**src/hdl/fbfl_pkg.sv**
```systemverilog
`timescale 1ns / 1ps
// ----------------------------------------------------------------------------
// fbfl_pkg
// Shared types, codes and constants of the fixed block free list allocator.
// ----------------------------------------------------------------------------
package fbfl_pkg;

    // defaults for the top level parameters
    localparam int MAX_BLOCKS_DEF = 1024;
    localparam int WORD_BYTES_DEF = 8;

    // fixed field widths
    localparam int POOL_W   = 32;
    localparam int REQ_W    = 16;
    localparam int STRIDE_W = 17;
    localparam int OFF_W    = 26;
    localparam int DIV_W    = POOL_W;

    localparam int MGMT_HDR_BYTES = 16;
    localparam int BLK_HDR_BYTES  = 8;

    localparam logic [POOL_W-1:0] POOL_BYTES_RST = 32'd8208;
    localparam logic [REQ_W-1:0]  REQ_BYTES_RST  = 16'd8;

    // configuration register indexes
    localparam logic CFG_POOL_BYTES = 1'b0;
    localparam logic CFG_REQ_BYTES  = 1'b1;

    typedef enum logic [1:0] {
        OP_INIT  = 2'd0,
        OP_ALLOC = 2'd1,
        OP_FREE  = 2'd2,
        OP_QUERY = 2'd3
    } t_op;

    typedef enum logic [1:0] {
        ST_OK        = 2'd0,
        ST_EMPTY     = 2'd1,
        ST_BAD_INDEX = 2'd2
    } t_status;

    typedef enum logic [2:0] {
        S_IDLE,
        S_STRIDE,
        S_CNT_GO,
        S_COUNT,
        S_LINK,
        S_EXEC
    } t_state;

    typedef struct packed {
        logic                start;
        logic [DIV_W-1:0]    dividend;
        logic [STRIDE_W-1:0] divisor;
    } t_div_req;

    typedef struct packed {
        logic                done;
        logic [DIV_W-1:0]    quot;
    } t_div_rsp;

endpackage

```
**src/hdl/fbfl_div.sv**
```systemverilog
`timescale 1ns / 1ps
// ----------------------------------------------------------------------------
// fbfl_div
// Restoring divider, one quotient bit per cycle, used for the block count
// of an init.
// ----------------------------------------------------------------------------
module fbfl_div (
    input  logic               i_clk,
    input  logic               i_rst_n,
    input  fbfl_pkg::t_div_req i_req,
    output fbfl_pkg::t_div_rsp o_rsp
);

    localparam int DW  = fbfl_pkg::DIV_W;
    localparam int SW  = fbfl_pkg::STRIDE_W;
    localparam int CW  = $clog2(DW);

    logic          r_busy;
    logic          r_done;
    logic [CW-1:0] r_cnt;
    logic [SW-1:0] r_rem;
    logic [DW-1:0] r_quo;
    logic [SW-1:0] r_dvs;

    logic [SW:0]   trial;
    logic [SW:0]   diff;
    logic          ge;
    logic [SW-1:0] n_rem;
    logic [DW-1:0] n_quo;

    always_comb begin
        trial = {r_rem, r_quo[DW-1]};
        diff  = trial - {1'b0, r_dvs};
        ge    = (trial >= {1'b0, r_dvs});
        n_rem = ge ? diff[SW-1:0] : trial[SW-1:0];
        n_quo = {r_quo[DW-2:0], ge};
    end

    always_ff @(posedge i_clk) begin
        if (!i_rst_n) begin
            r_busy <= 1'b0;
            r_done <= 1'b0;
        end else begin
            r_done <= 1'b0;
            if (i_req.start) begin
                r_busy <= 1'b1;
            end else if (r_busy && (r_cnt == CW'(DW - 1))) begin
                r_busy <= 1'b0;
                r_done <= 1'b1;
            end
        end
    end

    always_ff @(posedge i_clk) begin
        if (i_req.start) begin
            r_cnt <= '0;
            r_rem <= '0;
            r_quo <= i_req.dividend;
            r_dvs <= i_req.divisor;
        end else if (r_busy) begin
            r_cnt <= r_cnt + CW'(1);
            r_rem <= n_rem;
            r_quo <= n_quo;
        end
    end

    assign o_rsp.done = r_done;
    assign o_rsp.quot = r_quo;

endmodule

```
**config.mk**
```make
export PLATFORM = sky130hd
export DESIGN_NAME = fbfl_div
export DESIGN_NICKNAME = d
export VERILOG_FILES = /design/src/hdl/fbfl_pkg.sv /design/src/hdl/fbfl_div.sv
export SDC_FILE = /design/constraint.sdc
export NUM_CORES = 1
export LEC_CHECK = 0
export ABC_AREA = 1
export BUFFER_PORTS_ARGS = -buffer_cell sky130_fd_sc_hd__buf_2
export CAP_MARGIN = 15
export CORE_MARGIN = 2
export CORE_UTILIZATION = 45
export DETAILED_ROUTE_END_ITERATION = 12
export PLACE_DENSITY = 0.68
export SLEW_MARGIN = 20
export SYNTH_ARGS = -nofsm -noshare
export SYNTH_HDL_FRONTEND = slang
export SYNTH_SLANG_ARGS = --single-unit
```
**constraint.sdc**
```tcl
create_clock -name i_clk -period 3.15 [get_ports i_clk]
set_clock_uncertainty 0.15 [all_clocks]
set_input_delay 0.945 -clock i_clk [delete_from_list [all_inputs] [get_ports i_clk]]
set_output_delay 0.945 -clock i_clk [all_outputs]
set_load 0.1 [all_outputs]
```
After elaboration in Yosys (flattened, before gate mapping)
Index checks and enable logic that the tools add are counted.
{ "totals": {"ramBits": 0, "ff_bits": 73, "out_inout_bits": 33, "mem_bits_ro": 0, "latchBits": 0, "input_bits": 52, "mem_count": 0} }
{ "classes": {"div": 0, "mul": 0, "n_eq_ne": 1, "n_lt_le_gt_ge": 1, "n_addsub": 2, "n_bitwise": 1, "n_reduce_logical": 4, "shift": 0, "mux": 6} }
{ "ops": {"columns": ["op", "count"], "rows": [
  ["32-bit 2-to-1 mux", 2],
  ["18-bit by 17-bit greater-or-equal comparator with 1-bit output", 1],
  ["17-bit 2-to-1 mux", 1],
  ["17-bit subtractor", 1],
  ["5-bit by 1-bit adder with 5-bit output (second input constant)", 1],
  ["5-bit == test (second input constant)", 1],
  ["2-bit nonzero test", 2],
  ["1-bit 2-to-1 mux", 3],
  ["2-bit OR reduction", 1],
  ["1-bit logical AND", 1],
  ["1-bit NOT", 1]
]} }

Longest topological paths before layout
Gate-level depths: netlist (run 1).
{ "depth": {"depth_word": 4, "mapped_depth": 16, "mapped_depth_nobuf": 15} }

Least setup slack after synthesis (run 1)
Ideal clock, no wire load.
{ "synth_timing": {"kind": "reg-to-reg", "from": "register r_quo[31]", "to": "register r_quo[0] (data pin)", "path_stages_with_launch": 11, "setup_ns": 0.262, "n_path_buf": 2, "synth_period_minus_slack_ns": 2.605, "path_slack_ns": 0.545, "arrival_time_ns": 2.193, "required_ns": 2.738, "cell_sequence": "edfxtp_1 -> inv_1 -> ha_1 -> inv_1 -> fa_1 -> nand3_2 -> nand3_2 -> nand2_2 -> buf_6 -> buf_6 -> a31oi_1"} }
{ "synth_between": {"elab_chain_cells": 3} }
{ "synth_rtl": {"columns": ["element", "line", "rtl"], "rows": [
  ["start: declaration", "fbfl_div.sv:22", "logic [DW-1:0] r_quo;"],
  ["start signal: assignment", "fbfl_div.sv:58", "r_quo <= i_req.dividend;"],
  ["start signal: assignment", "fbfl_div.sv:63", "r_quo <= n_quo;"],
  ["18-bit by 17-bit greater-or-equal comparator with 1-bit output", "fbfl_div.sv:34", "ge = (trial >= {1'b0, r_dvs});"],
  ["32-bit 2-to-1 mux", "fbfl_div.sv:60", "end else if (r_busy) begin"],
  ["32-bit 2-to-1 mux", "fbfl_div.sv:55", "if (i_req.start) begin"]
]} }
Every way passes these cells. The select of a mux whose other input is x is not followed.
A chain may end at the register's enable or synchronous reset.

Worst setup path after layout (run 1)
{ "layout_timing": {"from": "register r_dvs[8]", "to": "register r_rem[9]"} }
{ "layout_between": {"elab_chain_cells": 2, "word_cells_on_any_way": 3, "cone_classes": "add/sub (1); order compare (1); mux (1)"} }
{ "layout_rtl": {"columns": ["element", "line", "rtl"], "rows": [
  ["start: declaration", "fbfl_div.sv:23", "logic [SW-1:0] r_dvs;"],
  ["start signal: assignment", "fbfl_div.sv:59", "r_dvs <= i_req.divisor;"],
  ["17-bit subtractor / 18-bit by 17-bit greater-or-equal comparator with 1-bit output (equally long branches)", "fbfl_div.sv:33, fbfl_div.sv:34", null],
  ["17-bit 2-to-1 mux (*)", "fbfl_div.sv:35", "n_rem = ge ? diff[SW-1:0] : trial[SW-1:0];"],
  ["end signal: assignment", "fbfl_div.sv:62", "r_rem <= n_rem;"],
  ["end: declaration", "fbfl_div.sv:21", "logic [SW-1:0] r_rem;"]
]} }
Every way passes the cells marked *; elsewhere a longest branch is shown, timed or not.

==> summary.txt, run 1 <==
Drt
  – Post-route DRC: 0
  – Number of DRC markers in iteration 0: ~160
  – Vias: around 3600
  – DR pass1 iterations: 4
  – Vias/cell: 4.89
  – Detailed-route wire length per cell: 12.4 um
  – Final WL: 9.08 mm
  – Remaining antenna violation count after routing: 0

STA
  – Actual slew at the worst max-slew pin: 0.504 ns
  – Max Slew Vio Count: 0
  – Final min period: ~2.4 ns
  – Unrepaired setup endpoints after global routing: no
  – Final worst slack: 0.723 ns
  – Worst slew margin: 0.663
  – Final cycle utilization of the critical path: 0.770
  – Setup TNS: 0 ns
  – # setup viols final: 0
  – Max Clock Freq: between 0.4 and 0.5 GHz
  – Fin. Hold Viols: 0

Synth
  – Post-synthesis cell count: 530
  – Yosys top cell area share: 0.354
  – Synthesized area per cell: 7.85 sq um
  – Yosys cell types: 32
  – Synth Area in XOR/XNOR: 0.0147
  – Simple-Gate Fraction of Synth Area: 0.323
  – Largest cells by area after synthesis: edfxtp_1, nand2_1, dfxtp_1
  – EDFF count, synth: 49
  – Leading area contributor after synthesis: edfxtp_1
  – Register area share after synthesis: 0.469
  – Top FF cell, synth: edfxtp_1
  – Compound-Gate Fraction of Synth Area: 0.0382
  – Yosys warning count: 0
  – Combinational family with the most area after synthesis: simple AND/OR/NAND/NOR gates
  – Post-synthesis mux area share: 0
  – Yosys reg bits: 73
  – Adder-Cell Fraction of Synth Area: 0.0619
  – Synth Cell Area: 4160 sq um
  – Post-synthesis async set-or-reset flop share: 0
  – Syn_nets: 602

Finish
  – Total Nets Final: 689
  – Most frequent cells in the layout: nand2_1, buf_2, inv_1, edfxtp_1, nand3_1
  – Area added between synthesis and finish: 18.0%
  – Commonest non-fill, non-tap cell in the layout: nand2_1
  – Share of layout cells above drive strength 1: 0.207
  – Antenna diode instance count: 0

Placed design
  – Placed wire-length estimate: 6.80 mm
  – RD Place Congestion: 0.852
  – Setup Slack @ Placement: 0.717 ns
  – Port-buffer cells: 84

Power
  – Power Density: approximately 520 nW/um^2
  – Static Leakage: between 2 and 3 nW
  – Peak VDD IR: 0.268 mV

Die
  – Core Box Area: 9110 sq um
  – Die Span Y: approximately 100 um
  – FP Rows: 35
  – Initial Util: 0.457
  – IO Count: 85
  – DIE AREA: around 10000 sq um
  – Die width: 100 um

Clock tree
  – Clock tree sinks: 73
  – Worst-path clk slew: 0.08 ns
  – Bufs on Longest Clock Path: 2
  – Post-CTS Hold Buffers: 0
  – TritonCTS clock tree: yes
  – Worst-Skew Late Latency: 0.35 ns
  – TritonCTS Buffers: 9
  – Clock root buffer: clkbuf_8
  – Total number of H-tree levels: 3
  – Setup bufs post-CTS: 0
  – Post_cts resized: 0

Worst setup path
  – CP Capture Type: register
  – Worst Path Arrival: 2.56 ns
  – Critical path required time: around 3.3 ns
  – Largest fanout on the critical path: 16
  – CP Launch Type: register
  – Crit path kind: register to register

Outcome
  – Status: finished clean

GRT
  – GR Util All Layers: 0.187
  – Global route overflow: 0
  – Vias in the first global route: 3286
  – Initial antenna violation count: 0
  – Global-route wire length before repair: 15.0 mm
  – Largest net degree at the start of global routing: 43

Min path
  – Worst Hold Class: register to register

Run
  – Max cap viols: 0
[flip-flops by register name, summed over array words and instances, names as in the netlist]
name	count
r_busy	1
r_rem	17
r_dvs	17
r_cnt	5
r_done	1
r_quo	32
[per-stage QoR]
step | power [mW] | hold slack (ns) | instances | util | instance area, sq um
3_3_place_gp | 1.74 | 0.310 | 717 | 0.514 | 4680
5_1_grt | 2.66 | 0.362 | 733 | 0.539 | 4910
2_1_floorplan | 1.62 | 0.294 | 530 | - | 4160
4_1_cts | 2.58 | 0.327 | 733 | 0.539 | 4910
6_report | 2.56 | 0.331 | 733 | 0.539 | 4910
3_5_place_dp | 1.74 | 0.313 | 717 | 0.514 | 4680
[power by group]
group	switching (mW)	internal (mW)
sequential	0.0298	1.10
combinational	0.470	0.121
clock	0.384	0.456
total	0.884	1.68
[cell families (layout without fill, tap and decap cells)]
logic type / after synthesis / count (layout)
AO/OA/AOI/OAI: 28 / 28
XOR/XNOR: 7 / 7
adder cells (fa/ha/maj): 20 / 20
buffers and inverters: 90 / 182
flip-flops: 73 / 73
AND/OR/NAND/NOR: 312 / 312
[final timing paths]
path                                start  slack, ns  cells after the start        end
worst min register to register  r_rem[16]       0.33                      2  r_rem[16]
worst max register to register   r_dvs[8]       0.72                     12   r_rem[9]
worst max-delay path             r_dvs[8]       0.72                     12   r_rem[9]
worst min-delay path            r_rem[16]       0.33                      2  r_rem[16]
[Yosys cell counts, types with 3 or more instances]
| library cell | n |
|---|---|
| edfxtp_1 | 49 |
| inv_2 | 3 |
| clkbuf_1 | 8 |
| ha_1 | 19 |
| nor2_1 | 16 |
| nor2_2 | 3 |
| nor3_1 | 5 |
| nand3b_1 | 4 |
| xnor2_1 | 7 |
| nand4_1 | 4 |
| nand2_2 | 3 |
| o21ai_0 | 9 |
| nand3b_2 | 7 |
| a21oi_1 | 11 |
| inv_1 | 70 |
| nand2_1 | 229 |
| dfxtp_1 | 24 |
| nand3_1 | 35 |
| buf_6 | 4 |
| nand3_2 | 4 |
[final cells by class]
| class | count | area [sq um] |
|---|---|---|
| clock buffer | 9 | 124 |
| clock inverter | 7 | 103 |
| fill | 857 | 4200 |
| inverter | 74 | 278 |
| multi-input combinational | 367 | 1820 |
| sequential | 73 | 1950 |
| tap | 111 | 139 |
| timing repair buffer | 92 | 493 |
[routing by layer]
metal	track usage	vias to the layer above	wire [um]
li1	-	1853	-
met1	0.245	1644	4050
met2	0.309	69	4460
met3	0.0320	20	322
met4	0.0759	0	246
met5	0	-	0
[worst max-delay path: stages, from the launching register on]
cell	delay (ns)
edfxtp_1	0.37
inv_1	0.09
ha_1	0.28
nand2_2	0.14
nor2_2	0.05
and2_1	0.14
nand2_1	0.07
nand2_1	0.05
nor2_2	0.39
nand2_2	0.32
nand2_1	0.15
nand3_1	0.09
nand2_1	0.07
No activity file was read; power rests on OpenSTA's default activity.
==> run 2: changes to the inputs <==
Clock period 3.15 ns to 2.5 ns, I/O delays scaled along.
==> run 2 against run 1 <==
  * Power is 21% higher
  * Sequential share of layout area is 0.11 points higher
  * Final cell count is 0.27% higher
  * Global-route usage is 1.3 points higher
  * Design area is 0.28% lower
  * Non-clock buffer count is 2 higher
  * Largest power group unchanged
==> summary.txt, run 2 (synthesis gave the netlist of run 1 again) <==
Power
  – Sw frac: 0.355 (+0.00966)
  – Static Leakage: 2.63 nW (-0.40%)
  – Comb power frac: 0.242 (+0.011)
  – P_sw: 1.10 mW (+25%)
  – Clock share of power: 0.298 (-0.030)
  – Internal: 2.00 mW (+19%)
  – Reg power frac: 0.460 (+0.019)
  – Peak VDD IR: 0.384 mV (+43%)
  – Power Density: 634 nW/um^2 (+22%)

STA
  – Max Slew Vio Count: 0 (unchanged)
  – Final cycle utilization of the critical path: 0.878 (+0.108)
  – Hold_ws: 0.339 ns (+0.00774 ns)
  – Worst slew margin: 0.670 (+0.00711)
  – Final min period: 2.20 ns (-0.231 ns)
  – Actual slew at the worst max-slew pin: 0.498 ns (-0.00670 ns)
  – # setup viols final: 0 (unchanged)
  – Fin. Hold Viols: 0 (unchanged)
  – Unrepaired setup endpoints after global routing: no
  – Max Clock Freq: 0.455 GHz (+11%)

Die
  – Core Box Area: 9110 sq um (unchanged)
  – FP Rows: 35 (unchanged)
  – Die width: 100 um (unchanged)
  – Initial Util: 0.457 (unchanged)
  – Die Span Y: 100 um (unchanged)
  – IO Count: 85 (unchanged)
  – DIE AREA: 10000 sq um (unchanged)

Drt
  – Vias: 3642 (+1.6%)
  – DR pass1 iterations: 5 (+1)
  – Detailed-route wire length per cell: 13.3 um (+7.1%)
  – Vias/cell: 4.96 (+1.3%)
  – Remaining antenna violation count after routing: 0 (unchanged)
  – Post-route DRC: 0 (unchanged)
  – Number of DRC markers in iteration 0: 201 (+24%)
  – Final WL: 9.75 mm (+7.4%)

Worst setup path
  – Worst reg-to-reg setup slack: 0.30 ns (-0.42 ns)
  – Reg-to-Reg End: r_rem[15]
  – Worst R2R Start: r_quo[31]
  – CP Capture Type: register
  – Largest fanout on the critical path: 10 (-6)
  – Crit path kind: register to register
  – Worst Reg-to-Reg Cells: 13 (+1)
  – Worst Path Arrival: 2.30 ns (-0.26 ns)
  – CP Launch Type: register
  – Critical path required time: 2.60 ns (-0.69 ns)

Clock tree
  – Worst-path clk slew: 0.08 ns (about the same)
  – TritonCTS clock tree: yes
  – Post_cts resized: 0 (unchanged)
  – Clock root buffer: clkbuf_8
  – Post-CTS Hold Buffers: 0 (unchanged)
  – Clock tree sinks: 73 (unchanged)
  – Setup bufs post-CTS: 0 (unchanged)
  – Worst-Skew Late Latency: 0.36 ns (about the same)
  – TritonCTS Buffers: 9 (unchanged)
  – Bufs on Longest Clock Path: 2 (unchanged)
  – Total number of H-tree levels: 3 (unchanged)

Min path
  – WHS Path Cells: 2 (unchanged)
  – Worst Hold Path EP: r_rem[15]
  – Worst Hold Class: register to register
  – Min-delay src: r_rem[15]

GRT
  – GR peak layer: met2
  – Grt met2 use: 0.321 (+0.0119)
  – Met3 global-route usage: 0.0327 (+0.000696)
  – GR Util All Layers: 0.200 (+0.0130)
  – Vias in the first global route: 3384 (+3.0%)
  – Global-route wire length before repair: 15.7 mm (+4.3%)
  – Initial antenna violation count: 0 (unchanged)
  – Met1 Use GR: 0.264 (+0.0184)
  – Global route overflow: 0 (unchanged)
  – Largest net degree at the start of global routing: 42 (-2.3%)

Finish
  – Commonest non-fill, non-tap cell in the layout: nand2_1
  – Most frequent cells in the layout: nand2_1, buf_2, inv_1, edfxtp_1, nand3_1
  – Max reg flops: 32 (unchanged)
  – Share of layout cells above drive strength 1: 0.213 (+0.00575)
  – Fillers: 871 (+1.6%)
  – Total Nets Final: 691 (+0.29%)
  – Top flop regs: r_quo: 32 flops, r_dvs: 17 flops, r_rem: 17 flops
  – Finished Layout Cells: 735 (+0.27%)
  – Area added between synthesis and finish: 17.6%
  – Antenna diode instance count: 0 (unchanged)
  – Largest Register: r_quo

Outcome
  – Status: finished clean

Placed design
  – Placed wire-length estimate: 7.39 mm (+8.6%)
  – RD Place Congestion: 0.934 (+9.7%)
  – Placed Cells: 719 (+0.28%)
  – Port-buffer cells: 84 (unchanged)

Run
  – Max cap viols: 0 (unchanged)
run 2: layout make-up:
cell class,count,area [sq um],share of cell area
Clock buffer,11,131,0.0268
Multi-Input combinational cell,367,1830,0.374
Timing Repair Buffer,94,508,0.104
Sequential cell,73,1950,0.399
Inverter,74,278,0.0567
Clock inverter,5,56.3,0.0115
Tap cell,111,139,0.0284
run 2: layer usage:
metal | routed length [um] | part of all wire
met5 | 0 | 0
met4 | 319 | 0.033
met3 | 427 | 0.044
met2 | 4450 | 0.46
met1 | 4550 | 0.47
run 2: power by group through the flow:
stage	logic [mW]	registers [mW]	clock network, mW
after CTS	0.754	1.43	0.954
after detailed placement	0.753	1.45	0
final	0.751	1.43	0.926
after floorplan	0.202	1.84	0
after global routing	0.799	1.44	1.00
after global placement	0.748	1.45	0
run 2: critical path, cell delays in order, from the launching register on:
cell,delay (ns)
edfxtp_1,0.38
inv_1,0.09
ha_2,0.17
inv_2,0.05
fa_2,0.39
nand3_2,0.09
nand3_2,0.08
nand2_2,0.19
buf_4,0.22
nand3_1,0.09
nand2_1,0.07
inv_1,0.04
nand2_1,0.04
nand2_1,0.04
run 2: stage by stage:
step | util | instance area (sq um) | TNS, ns | setup slack [ns] | total power [mW]
6_report | 0.538 | 4900 | 0 | 0.304 | 3.10
5_1_grt | 0.538 | 4900 | 0 | 0.0955 | 3.24
4_1_cts | 0.538 | 4900 | 0 | 0.295 | 3.14
3_5_place_dp | 0.517 | 4710 | 0 | 0.324 | 2.21
3_3_place_gp | 0.517 | 4710 | 0 | 0.357 | 2.20
2_1_floorplan | - | 4180 | -0.0268 | -0.0268 | 2.04
run 2: worst max path at each step:
stage,from,to,slack (ns),cells past startpoint
after CTS,r_quo[31],r_rem[8],0.29,11
final,r_quo[31],r_rem[15],0.30,13
after global placement,r_quo[31],r_rem[15],0.36,13
after global routing,r_dvs[10],r_rem[4],0.1,11
after floorplan,r_quo[31],r_quo[0],-0.03,10
after detailed placement,r_quo[31],r_rem[15],0.32,13
